[src/chrl_pkg.sv]
package chrl_pkg;
  localparam logic [31:0] FNV_PRIME = 32'd16777619;
  localparam logic [31:0] FNV_BASIS = 32'd2166136261;

  localparam logic [1:0] OP_KEY = 2'd0;
  localparam logic [1:0] OP_ADD = 2'd1;
  localparam logic [1:0] OP_REMOVE = 2'd2;

  localparam logic [1:0] ST_OK = 2'd0;
  localparam logic [1:0] ST_EMPTY = 2'd1;
  localparam logic [1:0] ST_FULL = 2'd2;
  localparam logic [1:0] ST_NONE = 2'd3;

  function automatic logic [31:0] fold_byte(input logic [31:0] h, input logic [7:0] b);
    logic [31:0] x;
    x = {{24{b[7]}}, b};
    return (h ^ x) * FNV_PRIME;
  endfunction

  function automatic logic [31:0] final_mix(input logic [31:0] hin);
    logic [31:0] h;
    h = hin;
    h = h + (h << 13);
    h = h ^ (h >> 7);
    h = h + (h << 3);
    h = h ^ (h >> 17);
    h = h + (h << 5);
    return h;
  endfunction
endpackage

[src/chrl_name_hash.sv]
module chrl_name_hash (
  input  logic        clk,
  input  logic        rst,
  input  logic        start,
  input  logic [6:0]  server_num,
  input  logic [6:0]  vnode_num,
  output logic        done,
  output logic [31:0] hash
);
  import chrl_pkg::*;

  typedef enum logic [1:0] {IDLE, RUN, MIX} state_t;

  state_t      state;
  logic [4:0]  pos;
  logic [4:0]  len;
  logic [31:0] acc;
  logic [7:0]  bytes [20];
  logic [7:0]  cur;

  // decimal digits by compare and subtract
  function automatic logic [7:0] dig(input logic [6:0] n, input logic [1:0] k);
    logic [6:0] r;
    logic [3:0] h, t;
    h = 4'd0;
    t = 4'd0;
    r = n;
    if (r >= 7'd100) begin
      h = 4'd1;
      r = r - 7'd100;
    end
    if (r >= 7'd80) begin
      t = t | 4'd8;
      r = r - 7'd80;
    end
    if (r >= 7'd40) begin
      t = t | 4'd4;
      r = r - 7'd40;
    end
    if (r >= 7'd20) begin
      t = t | 4'd2;
      r = r - 7'd20;
    end
    if (r >= 7'd10) begin
      t = t | 4'd1;
      r = r - 7'd10;
    end
    case (k)
      2'd0: dig = 8'h30 + {4'd0, h};
      2'd1: dig = 8'h30 + {4'd0, t};
      default: dig = 8'h30 + {1'b0, r};
    endcase
  endfunction

  always_comb begin
    logic [4:0] p;
    for (int i = 0; i < 20; i++) begin
      bytes[i] = 8'h00;
    end
    bytes[0] = 8'h53; bytes[1] = 8'h48; bytes[2] = 8'h41;
    bytes[3] = 8'h52; bytes[4] = 8'h44; bytes[5] = 8'h2d;
    p = 5'd6;
    if (server_num >= 7'd100) begin
      bytes[p] = dig(server_num, 2'd0); p = p + 5'd1;
    end
    if (server_num >= 7'd10) begin
      bytes[p] = dig(server_num, 2'd1); p = p + 5'd1;
    end
    bytes[p] = dig(server_num, 2'd2); p = p + 5'd1;
    bytes[p] = 8'h4e; bytes[p + 5'd1] = 8'h4f; bytes[p + 5'd2] = 8'h44;
    bytes[p + 5'd3] = 8'h45; bytes[p + 5'd4] = 8'h2d;
    p = p + 5'd5;
    if (vnode_num >= 7'd100) begin
      bytes[p] = dig(vnode_num, 2'd0); p = p + 5'd1;
    end
    if (vnode_num >= 7'd10) begin
      bytes[p] = dig(vnode_num, 2'd1); p = p + 5'd1;
    end
    bytes[p] = dig(vnode_num, 2'd2); p = p + 5'd1;
    len = p;
    cur = bytes[pos];
  end

  always_ff @(posedge clk) begin
    if (rst) begin
      state <= IDLE;
      done <= 1'b0;
    end else begin
      done <= 1'b0;
      unique case (state)
        IDLE: begin
          if (start) begin
            acc <= FNV_BASIS;
            pos <= 5'd0;
            state <= RUN;
          end
        end
        RUN: begin
          acc <= fold_byte(acc, cur);
          pos <= pos + 5'd1;
          if (pos + 5'd1 == len) begin
            state <= MIX;
          end
        end
        MIX: begin
          hash <= final_mix(acc);
          done <= 1'b1;
          state <= IDLE;
        end
        default: state <= IDLE;
      endcase
    end
  end
endmodule

[config.mk]
export PLATFORM = sky130hd
export DESIGN_NAME = chrl_name_hash
export DESIGN_NICKNAME = d
export VERILOG_FILES = /design/src/chrl_pkg.sv /design/src/chrl_name_hash.sv
export SDC_FILE = /design/constraint.sdc
export NUM_CORES = 1
export LEC_CHECK = 0
export ABC_CLOCK_PERIOD_IN_PS = 18600
export BUFFER_PORTS_ARGS = -buffer_cell sky130_fd_sc_hd__buf_2
export CAP_MARGIN = 25
export CELL_PAD_IN_SITES_DETAIL_PLACEMENT = 1
export CELL_PAD_IN_SITES_GLOBAL_PLACEMENT = 1
export CORE_MARGIN = 3
export CORE_UTILIZATION = 49
export DETAILED_ROUTE_END_ITERATION = 10
export PLACE_DENSITY = 0.94
export SYNTH_ARGS = -nofsm -noshare
export SYNTH_HDL_FRONTEND = slang
export SYNTH_SLANG_ARGS = --single-unit
[constraint.sdc]
create_clock -name clk -period 18.6 [get_ports clk]
set_clock_uncertainty 0.15 [all_clocks]
set_input_delay 2.79 -clock clk [delete_from_list [all_inputs] [get_ports clk]]
set_output_delay 2.79 -clock clk [all_outputs]
set_load 0.1 [all_outputs]
==> flow_summary.ini <==
[logic_synthesis]
synth_async_sr_flop_share_pct = 0
yosys_warnings = 0
synthesis.area_per_instance_um2 = 7.52
synth_area_mm2 = 0.0187
synth_top_area_share_pct = 16.5
yosys_register_bits = 72
post_synthesis_cell_type_count = 103
synth_sequential_area_ratio_pct = 11.4
synth.largest_area_cell = sky130_fd_sc_hd__ha_1
synth_enable_flop_cells = 69
postSynthNetCount = 2826
synth_cells = 2486
netlist_top_cells_area = sky130_fd_sc_hd__ha_1 16%, sky130_fd_sc_hd__edfxtp_1 11%, sky130_fd_sc_hd__fa_1 8.2%, sky130_fd_sc_hd__inv_1 6.0%, sky130_fd_sc_hd__xnor2_1 5.8%
synthFlopType = sky130_fd_sc_hd__edfxtp_1

[critical_path]
worstSetupStartpointType = input pin
ff2ff_path_depth = 34
timing.critical_path.to_type = register
crit_path_max_fanout = 22
worstPathBufferInverterCount = 11
timing_worst_setup_path_type = in -> reg
regToRegEndpoint = acc[31]
crit_slowest_cell = sky130_fd_sc_hd__o41ai_1
worst_flop_to_flop_path_startpoint = pos[0]
critical_path.most_common_cell = sky130_fd_sc_hd__ha_1
arrival_time_reported_for_the_critical_path_endpoint_ps = 17880
reg2reg_slack_ps = 6930
worst_path_dominant_cell_family = compound AO/OA/AOI/OAI gates
cpPeakStageDelay_ps = 700
crit_path_start = vnode_num[3]
cp.required_ps = 18570

[place]
buffer_ports.inserted = 49
dp.final_hpwl_um = 60900
gpl.final_weighted_congestion = 1.02

[sta]
timing.final.hold_violations = 0
period_share_pct = 96.3
finalWorstPathRequiredPeriod_ps = 17910
rsz0062_at_grt = no
final_max_slew_viol_count = 0
setup_viol_count_final = 0
fin_tns_setup_ps = 0
tightestPinTransition_ps = 1040
slew_headroom_pct = 30.0
clock.fmax_mhz = 55.8

[drt]
remaining_drc_errors = 0
vias_per_cell = 6.93
routed_wl_um = 81800
drtPass1Iterations = 8
via_count = 20500
route.detailed.wl_per_inst_um = 27.6
ant_nets = 0
first_iter_violations = 2330

[floorplan]
die-area_mm2 = 0.0405
placement_rows = 70
coreArea_mm2 = 0.0371
fp.dieW_um = 201
design.portCount = 50
die_height_um = 201
initial_core_util_pct = 50.3

[worst_hold_path]
worstHoldPathCells = 1
min_to = done
min_path_type = reg -> reg
hold_start = state[0]

[global_route]
grt_pass1_wl_um = 127000
number_of_antenna_violations_at_the_first_check_in_global_routing = 1
grt_max_degree = 69
grt_usage_pct = 39.4
grt_remaining_overflow = 0
first_global_vias = 21800

[finish]
total_area_of_multi_input_combinational_cells_mm2 = 0.0149
num_antenna_cells = 0
final_layout_size_suffix_gt1_share_pct = 6.23
final_nets = 2792
final.fill_count = 4705
ff_latch_area_mm2 = 0.00213
area_delta_synth_final_pct = 4.93

[clock_tree]
cts_buffer_depth = 2
clkLatencyLatePin_ps = 380
htreeDepth = 3
sink_count = 72
cts_hold_buffers = 0
tritoncts = done
number_of_buffers_created_by_cts = 9
path_clk_slew_ps = 70
cts_post_setup_buffers_inserted = 0
postCtsResizedCells = 0
clockRootBuffer = sky130_fd_sc_hd__clkbuf_16

[job]
max_cap_viol_count = 0

[outcome]
status = completed
worst register-to-register path: cells and delay by family (launching register included):
kind	cells	cell delay [ps]
AOI/OAI and AO/OA	13	4240
xor gates and xnor gates	1	560
adders and majority gates	8	3210
buffers and inverters	6	1460
DFF	1	330
and+or+nand+nor	6	1450
metal layers:
metal	part of all wire [%]	GRT usage, %
met2	45	63.5
met5	0.016	0
met1	37	47.1
met4	7.1	23.0
met3	11	10.7
worst max path at each step:
stage               endpoint  cells past startpoint
floorplan            acc[31]                     62
global placement     acc[31]                     62
detailed placement   acc[31]                     62
CTS                  acc[31]                     62
global route         acc[31]                     62
finish               acc[31]                     61
state kept, by name, indices dropped and copies added, names as in the netlist:
register and count:
acc 32, hash 32, pos 5, state 2, done 1
cell usage in the layout, fill, tap and decap left out, drive strengths merged, types with 12 or more instances in the layout:
master and n:
a211oi 30, a21o 33, a21oi 134, a221oi 13
a311oi 14, a31oi 42, and2 20, and3 23
buf 84, edfxtp 69, fa 77, ha 246
inv 309, nand2 230, nand2b 20, nand3 102
nor2 165, nor2b 17, nor3 56, nor4 12
o2111ai 20, o211ai 46, o21a 16, o21ai 181
o21bai 20, o221ai 24, o22ai 19, o31ai 14
or3 31, xnor2 127, xor2 91
through the flow:
stage          hold slack (ps)  cells  setup WS [ps]  cell area (um2)  utilization [%]
2_1_floorplan              309   2486           2920            18700                -
3_3_place_gp               354   2944           1700            19300             52.0
3_5_place_dp               403   2945            787            19300             52.0
4_1_cts                    405   2961           1050            19600             52.8
5_1_grt                    444   2961           7.36            19600             52.8
6_report                   404   2961            686            19600             52.8
synthesized netlist by cell type, types with 42 or more instances:
cell,instances
sky130_fd_sc_hd__nand3_1,102
sky130_fd_sc_hd__a31oi_1,42
sky130_fd_sc_hd__o21ai_0,169
sky130_fd_sc_hd__edfxtp_1,69
sky130_fd_sc_hd__inv_1,301
sky130_fd_sc_hd__clkbuf_1,94
sky130_fd_sc_hd__nor2_1,165
sky130_fd_sc_hd__ha_1,246
sky130_fd_sc_hd__o211ai_1,45
sky130_fd_sc_hd__nand2_1,230
sky130_fd_sc_hd__xnor2_1,123
sky130_fd_sc_hd__a21oi_1,131
sky130_fd_sc_hd__fa_1,77
sky130_fd_sc_hd__nor3_1,54
sky130_fd_sc_hd__xor2_1,91
cell type report:
class | count | share of cell area, %
clock buffer | 11 | 1.24
clock inverter | 5 | 0.198
inverter | 310 | 5.93
multi-input combinational | 1975 | 75.9
sequential | 72 | 10.9
tap | 504 | 3.22
timing repair buffer | 84 | 2.63
logic make-up (layout without fill, tap and decap cells):
kind of cell,count (synthesis),count (layout),share of synthesized area (%)
simple gates,713,713,17.9
compound gates,706,706,25.6
buf+inv,439,410,8.99
fa+ha+maj,325,325,24.8
xor+xnor,219,219,10.5
flops,72,72,11.4
mux,12,12,0.797
Power is left out: the tool's default activity adds up to more than one toggle a clock period on the data nets, which glitch-free logic cannot reach.
