===== src/chrl_ram.sv =====
module chrl_ram #(
  parameter int WIDTH = 8,
  parameter int DEPTH = 16
) (
  input  logic                     clk,
  input  logic                     we,
  input  logic [$clog2(DEPTH)-1:0] waddr,
  input  logic [WIDTH-1:0]         wdata,
  input  logic [$clog2(DEPTH)-1:0] raddr,
  output logic [WIDTH-1:0]         rdata
);
  logic [WIDTH-1:0] mem [DEPTH];

  always_ff @(posedge clk) begin
    if (we) begin
      mem[waddr] <= wdata;
    end
    rdata <= mem[raddr];
  end
endmodule


===== config.mk =====
export PLATFORM = sky130hd
export DESIGN_NAME = chrl_ram
export DESIGN_NICKNAME = d
export VERILOG_FILES = /design/src/chrl_ram.sv
export SDC_FILE = /design/constraint.sdc
export NUM_CORES = 1
export LEC_CHECK = 0
export BUFFER_PORTS_ARGS = -buffer_cell sky130_fd_sc_hd__buf_2
export CAP_MARGIN = 0
export CORE_MARGIN = 2
export CORE_UTILIZATION = 30
export CTS_CLUSTER_DIAMETER = 50
export DETAILED_ROUTE_END_ITERATION = 8
export PLACE_DENSITY = 0.54
export SYNTH_ARGS = -nofsm -noshare
export SYNTH_HDL_FRONTEND = slang
export SYNTH_SLANG_ARGS = --single-unit
export TNS_END_PERCENT = 1

===== constraint.sdc =====
create_clock -name clk -period 3.4 [get_ports clk]
set_input_delay 0.34 -clock clk [delete_from_list [all_inputs] [get_ports clk]]
set_output_delay 0.34 -clock clk [all_outputs]
set_load 0.05 [all_outputs]

==> results.sh, run 1 <==
export IMPL_outcome="finished, final reports clean"
export IMPL_slew_limit_headroom_pct=24.60
export IMPL_end_kind="flop"
export IMPL_clk_pin_slew_worst_paths_ps=60
export IMPL_initial_core_util_pct=30.82
export IMPL_num_rows=47
export IMPL_worst_pin_slew_ps=1127
export IMPL_cts_sinks=136
export IMPL_wirelength_um=10440
export IMPL_drcViolationCount=0
export IMPL_grt_remaining_overflow=0
export IMPL_yosys_top_cells_area="edfxtp_1, mux4_2, mux4_1"
export IMPL_detail_route_first_pass_iterations=5
export IMPL_p_seq_share_pct=46.4
export IMPL_p_clk_share_pct=48.6
export IMPL_die_height_um=135.0
export IMPL_finish_net_count=286
export IMPL_drt_iter0_markers=228
export IMPL_finalPower_mw=4.071
export IMPL_cp_cell_sequence="buf_2 > buf_12 > mux4_1 > a22oi_1 > nand2_1"
export IMPL_clockRootBuffer="clkbuf_16"
export IMPL_synth_fp_nets=247
export IMPL_min_from="wdata[4]"
export IMPL_cts_tree="built"
export IMPL_swShare_pct=20.10
export IMPL_p_leak_nw=2.034
export IMPL_p_per_area_nw_per_um2=660.7
export IMPL_report_final_slew_viol_count=0
export IMPL_final_setup_skew_ps=4.789
export IMPL_viasPerCell=4.778
export IMPL_path_class="input port to flop"
export IMPL_grt_pass1_vias=2388
export IMPL_clock_latency_ps=410
export IMPL_die_area_um2=18220
export IMPL_final_antenna_net_count=0
export IMPL_avgSynthCellArea_um2=22.48
export IMPL_routedWlPerCell_um=20.84
export IMPL_clockBufferDepth=2
export IMPL_worst_setup_path_start_kind="input port"
export IMPL_hpwl_um=6454
export IMPL_cts_repair_resized=0
export IMPL_worstPathRequired_ps=3700
export IMPL_grt_antenna_before_repair=0
export IMPL_netlist_instances=229
export IMPL_synth_warnings=0
export IMPL_grt_pass1_wl_um=15330
export IMPL_synth_area_um2=5147
export IMPL_ys_ff_latch=136
export IMPL_final_cell_mix="edfxtp_1, buf_2, mux4_2"
export IMPL_gp_congestion=0.6907
export IMPL_pwr_share_comb_pct=5.0
export IMPL_worst_r2r_startpoint="mem[1][0]"
export IMPL_whs_ps=308.4
export IMPL_synth_top_area_share_pct=74.67
export IMPL_synth_lib_cells_used_distinct=19
export IMPL_critPathLaunch="raddr[0]"
export IMPL_drive_gt1_share_pct=28.47
export IMPL_io_buffers=25
export IMPL_yosysSeqAreaShare_pct=77.78
export IMPL_slowest_stage="mux4_1"
export IMPL_numCtsBuffers=17
export IMPL_cts_hold_buf=0
export IMPL_final_common_cell="edfxtp_1"
export IMPL_cts_htree_levels=4
export IMPL_cts_setup_buffers=0
export IMPL_drv_cap=0
export IMPL_period_needed_ps=1685
export IMPL_slowest_delay_ps=570
export IMPL_grt_max_degree=33
export IMPL_p_int_mw=3.252
export IMPL_fmax_ghz=0.5936
export IMPL_ir_drop_v=0.0004496
export IMPL_hold_path_class="input port to flop"
export IMPL_via_count=2394
export IMPL_period_share_pct=49.55
export IMPL_area_growth_pct=19.69
export IMPL_yosysTopAreaCell="edfxtp_1"
export IMPL_core_area_um2=16700
export IMPL_setup_viol=0
export IMPL_rsz0062_at_grt="no"
export IMPL_final_hold_viol_count=0
export IMPL_cp_max_fo=17
export IMPL_grt_usage_pct=12.22
export IMPL_switchingPower_mw=0.8183
export IMPL_antenna_cells=0
export IMPL_die_width_um=135.0
export IMPL_boundaryPins=26
export IMPL_tns_ps=0
export IMPL_critical_path_arrival_ps=1980
## path summary, 6_finish.rpt
kind,end,depth (start not counted),slack [ps]
min,mem[6][4],1,310
min reg2reg,rdata[3],3,690
max reg2reg,rdata[0],3,2070
max,rdata[0],5,1720
## cell families after synthesis
family	count (synthesis)	synth area share, %
AND/OR/NAND/NOR	35	3.184
multiplexers	32	15.02
buffers and inverters	10	1.677
AO/OA/AOI/OAI	16	2.334
flip-flops	136	77.78
## power groups by stage
stage	clock network, mW	logic, mW	registers [mW]
final	1.98	0.205	1.89
after global routing	2.07	0.221	1.89
after CTS	2.00	0.209	1.89
after detailed placement	0	0.209	1.92
after global placement	0	0.206	1.92
after floorplan	0	0.0951	1.96
## cells in the mapped netlist
master,n
edfxtp_1,128
mux4_2,18
a22oi_1,16
mux4_1,14
nor2_1,13
nand2_1,9
dfxtp_1,8
nor3_1,4
buf_2,3
buf_6,3
clkdlybuf4s25_2,3
nand2b_1,2
nand3b_1,2
and2_1,1
and2b_1,1
buf_4,1
nand3_1,1
nor2b_1,1
or3b_2,1
## worst max-delay path: cells and delay by family
kind                   cells  cell delay (ps)
AO/OA/AOI/OAI              1              270
AND/OR/NAND/NOR            1               80
buffers and inverters      2              690
multiplexers               1              570
## final cells by class
type | instances | area [um^2]
Sequential cell | 136 | 4004
Clock inverter | 10 | 165.2
Fill cell | 1540 | 10540
Multi-Input combinational cell | 83 | 1057
Tap cell | 220 | 275.3
Clock buffer | 22 | 484.2
Timing Repair Buffer | 30 | 175.2
## sequential cells by signal, indices dropped and copies added (netlist names)
signal and cells:
mem 128, rdata 8
## per-layer routing
metal,track usage (%),vias up,wire [um]
li1,-,1051,-
met1,18.14,1230,4914
met2,17.09,95,4606
met3,3.566,18,765
met4,4.340,0,156
met5,0,-,0
## per-stage QoR
stage / instances / util, % / setup WS, ps / instance area (um^2)
3_5_place_dp: 469 / 33.00 / 1213 / 5512
2_1_floorplan: 229 / - / 1567 / 5147
4_1_cts: 501 / 36.89 / 1655 / 6161
5_1_grt: 501 / 36.89 / 1593 / 6161
6_report: 501 / 36.89 / 1715 / 6161
3_3_place_gp: 469 / 33.00 / 1231 / 5512
Note: power is estimated with default switching activity, not from simulation.
==> run 2: changes to the inputs <==
--- a/config.mk
+++ b/config.mk
@@ -11,7 +11,7 @@
 export CORE_UTILIZATION = 30
 export CTS_CLUSTER_DIAMETER = 50
 export DETAILED_ROUTE_END_ITERATION = 8
-export PLACE_DENSITY = 0.54
+export PLACE_DENSITY = 0.55
 export SYNTH_ARGS = -nofsm -noshare
 export SYNTH_HDL_FRONTEND = slang
 export SYNTH_SLANG_ARGS = --single-unit
==> constraint.sdc (replaced) <==
create_clock -name clk -period 1.5 [get_ports clk]
set_input_delay 0.15 -clock clk [delete_from_list [all_inputs] [get_ports clk]]
set_output_delay 0.15 -clock clk [all_outputs]
set_load 0.05 [all_outputs]
==> run 2 against run 1 <==
  * First-iteration DRC count increased by 22%
  * Sequential share of layout area decreased by 0.73 points
  * Die area unchanged
  * Setup slack got worse by 1600 ps
  * Clock skew about the same
  * Design area increased by 1.1%
  * Global-route usage increased by 0.74 points
  * Largest cell class unchanged
==> results.sh, run 2 (synthesis results as in run 1) <==
export IMPL_via_count=2416
export IMPL_worst_r2r_startpoint="mem[3][4]"
export IMPL_largest_reg_flops=128
export IMPL_grt_usage_pct=12.96
export IMPL_report_final_slew_viol_count=0
export IMPL_final_cell_area_um2=6231
export IMPL_clock_latency_ps=410
export IMPL_largest_register="mem"
export IMPL_drt_iter0_markers=278
export IMPL_worstPathRequired_ps=1800
export IMPL_cts_htree_levels=4
export IMPL_cp_max_fo=1
export IMPL_rsz0062_at_grt="no"
export IMPL_r2r_slack_ps=80
export IMPL_worstReg2RegEnd="rdata[4]"
export IMPL_final_util_pct=37.31
export IMPL_numCtsBuffers=17
export IMPL_drv_cap=0
export IMPL_clockRootBuffer="clkbuf_16"
export IMPL_grt_pass1_wl_um=16480
export IMPL_initial_core_util_pct=30.82
export IMPL_cts_sinks=136
export IMPL_outcome="finished, final reports clean"
export IMPL_drcViolationCount=0
export IMPL_final_antenna_net_count=0
export IMPL_worst_setup_path_start_kind="flop"
export IMPL_worst_pin_slew_ps=838.3
export IMPL_wirelength_um=10800
export IMPL_min_from="wdata[6]"
export IMPL_n_fill_cell=1541
export IMPL_hpwl_um=6845
export IMPL_fmax_ghz=0.7050
export IMPL_dpl_worst_slack_ps=-97.15
export IMPL_clk_pin_slew_worst_paths_ps=50
export IMPL_grt_max_degree=21
export IMPL_holdPathEnd="mem[7][6]"
export IMPL_period_needed_ps=1418
export IMPL_io_buffers=25
export IMPL_final_common_cell="edfxtp_1"
export IMPL_final_hold_viol_count=0
export IMPL_critical_path_arrival_ps=1720
export IMPL_final_setup_skew_ps=5.102
export IMPL_setup_viol=0
export IMPL_area_growth_pct=21.05
export IMPL_setup_ws_ps=81.54
export IMPL_clockBufferDepth=2
export IMPL_cts_hold_buf=0
export IMPL_detail_route_first_pass_iterations=5
export IMPL_grt_antenna_before_repair=0
export IMPL_period_share_pct=94.56
export IMPL_finish_net_count=307
export IMPL_cts_tree="built"
export IMPL_core_area_um2=16700
export IMPL_p_leak_nw=2.107
export IMPL_final_cell_mix="edfxtp_1, buf_2, buf_4"
export IMPL_holdPathStages=1
export IMPL_grt_pass1_vias=2643
export IMPL_grt_remaining_overflow=0
export IMPL_path_class="flop to flop"
export IMPL_p_per_area_nw_per_um2=1352
export IMPL_num_rows=47
export IMPL_placed_area_um2=5712
export IMPL_drive_gt1_share_pct=31.79
export IMPL_tns_ps=0
export IMPL_cts_setup_buffers=0
export IMPL_die_area_um2=18220
export IMPL_antenna_cells=0
export IMPL_routedWlPerCell_um=20.70
export IMPL_boundaryPins=26
export IMPL_die_height_um=135.0
export IMPL_reg2regPathDepth=4
export IMPL_end_kind="flop"
export IMPL_largestRegisters="mem (128), rdata (8)"
export IMPL_cts_repair_resized=0
export IMPL_die_width_um=135.0
export IMPL_viasPerCell=4.628
export IMPL_finalPower_mw=8.423
export IMPL_gp_congestion=0.7420
export IMPL_hold_path_class="input port to flop"
export IMPL_slew_limit_headroom_pct=44.00
export IMPL_ir_drop_v=0.0008283
==> run 2: where the power goes <==
part           internal (mW)  switching (mW)
logic                  0.188           0.316
clock network           2.22            1.43
registers               4.25          0.0204
total                   6.65            1.77
==> run 2: how the worst max path moves through the flow <==
| stage | startpoint | end |
|---|---|---|
| final | mem[3][4] | rdata[4] |
| after detailed placement | raddr[0] | rdata[4] |
| after global placement | raddr[2] | rdata[4] |
| after global routing | mem[1][4] | rdata[4] |
| after CTS | mem[6][4] | rdata[4] |
| after floorplan | waddr[2] | mem[3][0] |
==> run 2: worst max-delay path, stage by stage, from the launching register on <==
cell      delay (ps)
edfxtp_1         350
mux4_2           460
a22oi_1          280
buf_4            170
nand2_1           40
==> run 2: layout make-up <==
cell class	count	area [um^2]	share of cell area [%]
clock buffer	18	429.2	6.888
multi-input combinational	83	1062	17.05
tap	220	275.3	4.418
clock inverter	14	90.09	1.446
timing repair buffer	51	370.4	5.944
sequential	136	4004	64.26
==> run 2: layer usage <==
layer | vias up | routed length, um | GRT usage, % | share of wire [%]
met5 | - | 0 | 0 | 0
met4 | 0 | 100 | 4.514 | 0.93
met3 | 7 | 761 | 5.068 | 7.0
met2 | 67 | 5020 | 19.06 | 46
met1 | 1249 | 4921 | 17.59 | 46
li1 | 1093 | - | - | -
==> run 2: metrics by stage <==
step / instances / hold slack (ps)
global placement: 490 / 541.3
CTS: 522 / 104.8
floorplan: 229 / 248.9
global route: 522 / 116.9
finish: 522 / 124.9
detailed placement: 490 / 550.1
